**config.mk**
```make
export PLATFORM = sky130hd
export DESIGN_NAME = lcam_prescale
export DESIGN_NICKNAME = d
export VERILOG_FILES = /design/src/rtl/lcam_pkg.sv /design/src/rtl/lcam_prescale.sv
export VERILOG_INCLUDE_DIRS = /design/src /design/src/rtl
export SDC_FILE = /design/constraint.sdc
export NUM_CORES = 1
export LEC_CHECK = 0
export BUFFER_PORTS_ARGS = -buffer_cell sky130_fd_sc_hd__buf_2
export CORE_UTILIZATION = 60
export DETAILED_ROUTE_END_ITERATION = 12
export PLACE_DENSITY = 0.89
export SYNTH_ARGS = -nofsm -noshare
export SYNTH_HDL_FRONTEND = slang
export SYNTH_SLANG_ARGS = --single-unit
export TNS_END_PERCENT = 100
```
**constraint.sdc**
```tcl
create_clock -name clk -period 13.8 [get_ports clk]
set_input_delay 2.76 -clock clk [delete_from_list [all_inputs] [get_ports clk]]
set_output_delay 2.76 -clock clk [all_outputs]
set_load 0.03 [all_outputs]
```
**src/rtl/look_at_view_matrix_defines.svh**
```systemverilog
// ----------------------------------------------------------------------------
// Assertion macros for the view matrix pipeline.
// Each macro names the assertion and reports failures through $error.
// ----------------------------------------------------------------------------
`ifndef LOOK_AT_VIEW_MATRIX_DEFINES_SVH
`define LOOK_AT_VIEW_MATRIX_DEFINES_SVH

// Same-cycle implication.
`define LCAM_ASSERT_IMPLY(label, clk, rst, a, c) \
  label: assert property (@(posedge clk) disable iff (rst) (a) |-> (c)) \
    else $error("lcam assertion failed");

// Next-cycle implication.
`define LCAM_ASSERT_NEXT(label, clk, rst, a, c) \
  label: assert property (@(posedge clk) disable iff (rst) (a) |=> (c)) \
    else $error("lcam assertion failed");

`endif

```
**src/rtl/lcam_pkg.sv**
```systemverilog
// ----------------------------------------------------------------------------
// lcam_pkg
// Shared constants and width helpers for the view matrix pipeline.
// ----------------------------------------------------------------------------
`default_nettype none

package lcam_pkg;

  // The largest prescaled magnitude lies in [2^NORM_MSB, 2^(NORM_MSB+1)).
  localparam int NORM_MSB    = 29;
  localparam int MAG_W       = 30;
  localparam int SQ_W        = 63;
  localparam int ROOT_W      = 31;
  localparam int ISQRT_STEPS = 32;
  localparam int UPS_W       = 31;

  localparam int PRE_LAT   = 3;
  localparam int CROSS_LAT = 2;
  localparam int SHIFT_LAT = 4;

  // Width of a signed normalized axis component.
  function automatic int axis_w(input int w, input int f);
    return (f + 2 < w) ? f + 2 : w;
  endfunction

  // Latency of one normalizer.
  function automatic int norm_lat(input int f);
    return PRE_LAT + 2 + ISQRT_STEPS + 1 + (f + 1) + 1;
  endfunction

endpackage

`default_nettype wire

```
**src/rtl/lcam_prescale.sv**
```systemverilog
// ----------------------------------------------------------------------------
// lcam_prescale
// Three-stage block scaling of a signed 3-vector by a common power of two.
// ----------------------------------------------------------------------------
`default_nettype none

`include "look_at_view_matrix_defines.svh"

module lcam_prescale
  import lcam_pkg::*;
#(
  parameter int IN_W = 33
) (
  input  wire logic                        clk,
  input  wire logic                        en,
  input  wire logic [2:0][IN_W-1:0]        c,
  output logic      [2:0][MAG_W-1:0]       mag,
  output logic      [2:0]                  sign,
  output logic                             nz
);

  localparam int PW = $clog2(IN_W);
  localparam int MW = (IN_W > MAG_W) ? IN_W : MAG_W;

  logic [2:0][IN_W-1:0] m1;
  logic [2:0]           s1;
  logic [IN_W-1:0]      mx1;
  logic [2:0][IN_W-1:0] m2;
  logic [2:0]           s2;
  logic [PW-1:0]        pos2;
  logic                 nz2;

  logic [2:0][IN_W-1:0] m_c;
  logic [IN_W-1:0]      mx_c;
  logic [PW-1:0]        pos_c;
  logic [2:0][MAG_W-1:0] sh_c;

  always_comb begin
    for (int i = 0; i < 3; i++) begin
      m_c[i] = c[i][IN_W-1] ? (~c[i] + IN_W'(1)) : c[i];
    end
    mx_c = m_c[0];
    if (m_c[1] > mx_c) begin
      mx_c = m_c[1];
    end
    if (m_c[2] > mx_c) begin
      mx_c = m_c[2];
    end
  end

  always_comb begin
    pos_c = '0;
    for (int i = 0; i < IN_W; i++) begin
      if (mx1[i]) begin
        pos_c = PW'(i);
      end
    end
  end

  always_comb begin
    logic [7:0]    pos8;
    logic [MW-1:0] ext;
    pos8 = 8'(pos2);
    for (int i = 0; i < 3; i++) begin
      ext = MW'(m2[i]);
      if (pos8 >= 8'(NORM_MSB)) begin
        ext = ext >> (pos8 - 8'(NORM_MSB));
      end else begin
        ext = ext << (8'(NORM_MSB) - pos8);
      end
      sh_c[i] = ext[MAG_W-1:0];
    end
  end

  always_ff @(posedge clk) begin
    if (en) begin
      m1   <= m_c;
      mx1  <= mx_c;
      s1   <= {c[2][IN_W-1], c[1][IN_W-1], c[0][IN_W-1]};
      m2   <= m1;
      s2   <= s1;
      pos2 <= pos_c;
      nz2  <= (mx1 != '0);
      mag  <= sh_c;
      sign <= s2;
      nz   <= nz2;
    end
  end

  `LCAM_ASSERT_IMPLY(a_pre_msb, clk, 1'b0, nz, mag[0][NORM_MSB] || mag[1][NORM_MSB] || mag[2][NORM_MSB])

endmodule

`default_nettype wire

```
==> results.yml, run 1 <==
synth:
  seq_area_frac_synth_pct: 41.5
  synth-main-ff-cell: "edfxtp_1"
  yosysTopAreaCell: "edfxtp_1"
  netlist_area_sq_mm: 0.0245
  synthesis.nets: 2551
  synth_seq_cells: 338
  yosysTopAreaCellShare_pct: 41.5
  synth.distinct_cells: 69
  synthSimpleGateAreaFrac_pct: 11.8
  avgSynthCellArea_sq_um: 10.3
  synth-adder-area-share_pct: 3.78
  yosys-top-cells-area: "edfxtp_1 41%, mux2i_1 10%, mux4_2 7.5%"
  synth_compound_gate_area_share_pct: 16.1
  synthMuxAreaShare_pct: 19.4
  syn_inst: 2377
  synth_enable_flop_cells: 338
  synth_warnings: 0
  synthArstFlopShare_pct: 0
  synth_top_family_by_area: "multiplexers"
  synth_xor_xnor_area_share_pct: 3.62
final_layout:
  stdcell_count: 3029
  layout_commonest_cell: "edfxtp_1"
  num-fill-cells: 2975
  nNetsFinal: 2651
  syn2layout_area_growth_pct: 10.3
  mostFrequentLayoutCells: "338 x edfxtp_1, 284 x nand2_1, 248 x mux2i_1"
  antenna_cells: 0
  drive_gt1_share_pct: 17.6
power_and_ir_drop:
  ir_drop_uv: 81.0
  p_per_area_mw_per_mm2: 188
  leakagePower_nw: 10.4
worst_hold_path:
  whs_path_depth: 0
  holdPathEnd: "m2[78]"
  min_from: "m1[78]"
  holdCritPathClass: "reg2reg"
sta:
  fmax_ghz: 0.0953
  rsz0062_at_grt: "no"
  slew_viol_final: 4
  hold_slack_ps: 404
  fin_crit_ps: 10500
  setup_viol: 0
  tightest_slew_ps: 1550
  final.setup.tns_ps: 0
  skew_ps: 31.9
  hold_violations: 0
  slew_headroom_pct: -4.64
  min_period_over_period_pct: 76.1
route:
  post_drt_wl_per_cell_um: 30.3
  firstDrtPassIters: 7
  vias_per_cell: 7.18
  drt_iter0_markers: 3386
  drcViolationCount: 0
  ant_nets: 0
  vias: 21750
  finalWirelength_mm: 91.8
clocking:
  cts_setup_buffers: 0
  path_clk_slew_ps: 60
  holdBufCountCts: 0
  cts-htree-levels: 2
  cts-root-buf: "clkbuf_16"
  cts_buffers: 35
  cts_num_sinks: 338
  cts_tree: "yes"
  clockBufferDepth: 3
  clk-insertion-delay-late_ps: 580
  cts.repair.resized: 0
critical_path:
  worstPathArrival_ps: 10810
  cp.required_ps: 14110
  path_max_fanout: 33
  r2r-end: "mag[60]"
  ff2ff_path_depth: 10
  r2r_start: "pos2[0]"
  r2r_slack_ps: 8010
  worstSetupPathType: "in2reg"
  endpoint_kind: "register"
  cp-start-kind: "input port"
placement:
  port_buffers: 194
  dp_cells: 2965
  hpwlAfterDp_mm: 68.1
  routabilityCongestion: 1.08
floorplan:
  ioPinCount: 195
  rows: 73
  core_sq_mm: 0.0400
  dieArea_sq_mm: 0.0416
  initial_core_util_pct: 61.1
  die_w_um: 204
  die_y_um: 204
grt:
  grt.total_usage_pct: 44.1
  antenna_found_initial: 2
  grt_pass1_wl_mm: 134
  grt_max_degree: 129
  grt_pass1_vias: 20448
  grt-ovfl-total: 0
status:
  status: "finished, violations left"
  violations: "max-capacitance violations, max-slew violations"
run:
  cap_viol_max_count: 1
worst max-delay path by stage:
stage	depth (start not counted)	from	slack [ps]	end
6_report	24	c[11]	3300	mx1[0]
3_5_place_dp	26	c[11]	2930	mx1[0]
5_1_grt	27	c[11]	3070	mx1[0]
4_1_cts	24	c[11]	3470	mx1[0]
2_1_floorplan	26	c[11]	4260	mx1[10]
3_3_place_gp	26	c[11]	3070	mx1[0]
metrics by stage:
step / util (%) / power (mW) / cell area (sq um) / worst slack, ps
after floorplan: - / 3.15 / 24500 / 4260
after global placement: 64.6 / 4.00 / 25900 / 3070
after detailed placement: 64.6 / 4.03 / 25900 / 2930
after CTS: 67.4 / 4.96 / 27000 / 3470
after global routing: 67.4 / 5.23 / 27000 / 3070
final: 67.4 / 5.08 / 27000 / 3300
report_power, final:
| part | leakage [nW] | total [mW] | switching (mW) | internal (mW) |
|---|---|---|---|---|
| combinational | 6.53 | 2.70 | 1.81 | 0.883 |
| sequential | 3.34 | 1.45 | 0.112 | 1.34 |
| clock | 0.547 | 0.933 | 0.410 | 0.522 |
| total | 10.4 | 5.08 | 2.34 | 2.74 |
sequential cells by signal, indices dropped and copies added (netlist names):
| name | cells |
|---|---|
| sign | 3 |
| nz2 | 1 |
| mx1 | 33 |
| nz | 1 |
| s2 | 3 |
| mag | 90 |
| s1 | 3 |
| m1 | 99 |
| pos2 | 6 |
| m2 | 99 |
metal layers:
metal  routed length (um)  GRT usage [%]
met1                33700           56.9
met2                40400           66.8
met5                   26              0
met4                 7540           30.5
met3                10100           9.23
cell type report:
type / instances / area [sq um] / area share (%)
clock buffers: 42 / 923 / 3.42
clock inverters: 22 / 191 / 0.710
inverters: 73 / 274 / 1.02
multi-input cells: 1796 / 13500 / 50.1
flip-flops and latches: 338 / 10100 / 37.6
well taps: 525 / 657 / 2.44
repair buffers: 233 / 1270 / 4.72
critical path, stage by stage:
cell and delay (ps):
buf_2 130, or4_1 600, or4_1 520, or4_1 630, or3_1 430, o21ai_0 230
xnor2_1 270, inv_1 100, ha_1 320, nand2_1 60, nor3_1 460, nand3_1 210
a22o_1 270, o31ai_4 160, buf_4 500, mux2i_1 220, ha_1 350, nand4_1 160
or2_2 370, nor4_2 770, a21oi_1 390, a21o_1 250, buf_4 300, mux2_2 340
cells in the mapped netlist (12+ instances only):
| cell | count |
|---|---|
| ha_1 | 73 |
| o22a_1 | 13 |
| nand3_1 | 68 |
| a22o_1 | 24 |
| buf_1 | 29 |
| mux2i_1 | 248 |
| a211oi_1 | 43 |
| nor2_1 | 144 |
| a21oi_1 | 119 |
| a21o_1 | 16 |
| clkbuf_1 | 137 |
| inv_1 | 71 |
| xor2_1 | 22 |
| mux2_2 | 38 |
| o211ai_1 | 41 |
| mux4_2 | 81 |
| o31ai_1 | 23 |
| nand2_1 | 284 |
| nor3_1 | 36 |
| edfxtp_1 | 338 |
| o41ai_1 | 12 |
| or2_2 | 12 |
| or3_1 | 23 |
| xnor2_1 | 79 |
| o21ai_0 | 167 |
| o22ai_1 | 65 |
cell families (layout without fill, tap and decap cells):
group | count (synthesis) | count (layout)
and+or+nand+nor | 644 | 644
AOI/OAI and AO/OA | 610 | 610
muxes | 367 | 367
DFF | 338 | 338
buffers and inverters | 243 | 370
xor gates and xnor gates | 101 | 101
adders and majority gates | 74 | 74
Power figures use the tool's default switching activity.
==> run 2, diff against run 1 <==
CORE_UTILIZATION = 56   (was 60)
PLACE_DENSITY = 0.87   (was 0.89)
clock period = 8.4 ns   (was 13.8 ns; I/O delays follow)
==> run 2 against run 1 <==
Net effect:
- the flow now finishes without violations
- clock power increased by 61%
- die area is 7.1% higher
- critical path type unchanged
- clock skew fell by 5.9 ps
- non-clock buffer count is 83 higher
- core utilization fell by 2.9 points
- count of clock-buffer cells in the layout shrank 1
- global-route usage shrank 0.68 points
- hold slack better by 12 ps
- first-iteration DRC count grew 2.7%
- largest power group unchanged
- setup slack worse by 3000 ps
==> results.yml, run 2 (synthesis results as in run 1) <==
status:
  status: "finished, final reports clean"
power_and_ir_drop:
  ir_drop_uv: 177
  p_sw_mw: 4.01
  seqPwrFrac_pct: 27.7
  power_frac_clock_pct: 17.4
  leakagePower_nw: 10.8
  comb_power_share_pct: 54.9
  power.total_mw: 8.58
  p_sw_share_pct: 46.7
  internal_power_mw: 4.57
  p_per_area_mw_per_mm2: 309
grt:
  antenna_found_initial: 4
  grt-ovfl-total: 0
  grt_pass1_vias: 21005
  grt.total_usage_pct: 43.4
  grt_pass1_wl_mm: 140
  grt_max_degree: 211
placement:
  hpwlAfterDp_mm: 73.6
  routabilityCongestion: 1.09
  port_buffers: 194
route:
  vias_per_cell: 7.05
  firstDrtPassIters: 6
  drcViolationCount: 0
  post_drt_wl_per_cell_um: 30.6
  drt_iter0_markers: 3479
  finalWirelength_mm: 97.0
  vias: 22370
  ant_nets: 0
clocking:
  cts_tree: "yes"
  cts-htree-levels: 2
  holdBufCountCts: 0
  path_clk_slew_ps: 70
  clk-insertion-delay-late_ps: 580
  clockBufferDepth: 3
  cts_buffers: 36
  cts-root-buf: "clkbuf_16"
  cts_num_sinks: 338
sta:
  slew_headroom_pct: 8.27
  hold_violations: 0
  rsz0062_at_grt: "no"
  skew_ps: 25.9
  tightest_slew_ps: 1360
  fmax_ghz: 0.123
  fin_crit_ps: 8100
  setup_viol: 0
  min_period_over_period_pct: 96.5
  hold_slack_ps: 416
  final.setup.tns_ps: 0
  slew_viol_final: 0
critical_path:
  worstPathArrival_ps: 8390
  worstSetupPathType: "in2reg"
  r2r_slack_ps: 2420
  cp-start-kind: "input port"
  endpoint_kind: "register"
  path_max_fanout: 24
  cp.required_ps: 8680
worst_hold_path:
  holdCritPathClass: "reg2reg"
final_layout:
  finish.utilization_pct: 64.5
  top_regs: "m1: 99 flops, m2: 99 flops, mag: 90 flops"
  syn2layout_area_growth_pct: 13.6
  nNetsFinal: 2735
  mostFrequentLayoutCells: "338 x edfxtp_1, 284 x nand2_1, 248 x mux2i_1"
  drive_gt1_share_pct: 20.5
  layout_commonest_cell: "edfxtp_1"
floorplan:
  rows: 76
  core_sq_mm: 0.0431
  ioPinCount: 195
  die_y_um: 211
  die_w_um: 211
  initial_core_util_pct: 56.8
  dieArea_sq_mm: 0.0445
run:
  cap_viol_max_count: 0
-- run 2: metrics by stage --
step | worst slack, ps | cell area, sq um | cells
2_1_floorplan | -64.0 | 24500 | 2377
3_3_place_gp | 69.5 | 26700 | 3108
3_5_place_dp | -340 | 26700 | 3108
4_1_cts | 191 | 27800 | 3170
5_1_grt | 40.5 | 27800 | 3170
6_report | 296 | 27800 | 3172
-- run 2: path summary, 6_finish.rpt --
| check | cells after the start | endpoint | from |
|---|---|---|---|
| max | 27 | mx1[29] | c[11] |
| min | 0 | m2[77] | m1[77] |
| max reg2reg | 11 | mag[30] | pos2[0] |
| min reg2reg | 0 | m2[77] | m1[77] |
-- run 2: power by group through the flow --
stage | Combinational (mW) | Clock (mW) | Sequential [mW]
2_1_floorplan | 2.66 | 0 | 2.52
3_3_place_gp | 4.43 | 0 | 2.38
3_5_place_dp | 4.47 | 0 | 2.40
4_1_cts | 4.50 | 1.50 | 2.37
5_1_grt | 4.85 | 1.57 | 2.39
6_report | 4.71 | 1.50 | 2.38
-- run 2: per-layer routing --
| metal | vias up | routed length (um) | GRT usage, % |
|---|---|---|---|
| li1 | 9464 | - | - |
| met1 | 10761 | 35900 | 55.3 |
| met2 | 1789 | 43400 | 67.2 |
| met3 | 354 | 9660 | 8.07 |
| met4 | 2 | 8010 | 30.3 |
| met5 | - | 10 | 0 |
-- run 2: area by class of cell --
| class | instances | area [sq um] |
|---|---|---|
| inverter | 73 | 275 |
| sequential | 338 | 10100 |
| clock inverter | 21 | 161 |
| clock buffer | 41 | 941 |
| timing repair buffer | 316 | 1960 |
| antenna | 2 | 5.00 |
| multi-input combinational | 1796 | 13600 |
| tap | 585 | 732 |
| fill | 3316 | 15300 |
-- run 2: timing repair --
action / in CTS / in global routing
gates resized for setup: 0 / 5
setup endpoints to repair: 0 / 32
setup buffers: 0 / 0
-- run 2: critical path: stages --
cell       delay [ps]
buf_2             100
or4_1             530
or4_4             480
or4_1             570
or3_1             390
o21ai_0           210
xnor2_1           180
inv_1              80
ha_1              210
a2111oi_0         310
o21ai_0           160
o2111ai_1         180
nand3b_1          200
nor3b_1           220
o31ai_4           320
buf_12            210
buf_4             150
mux2i_1           310
ha_1              200
nand4_1           140
or2_2             350
nor4_2            320
buf_4             180
a21oi_1            80
a21o_2            270
buf_12            190
mux2i_1           140
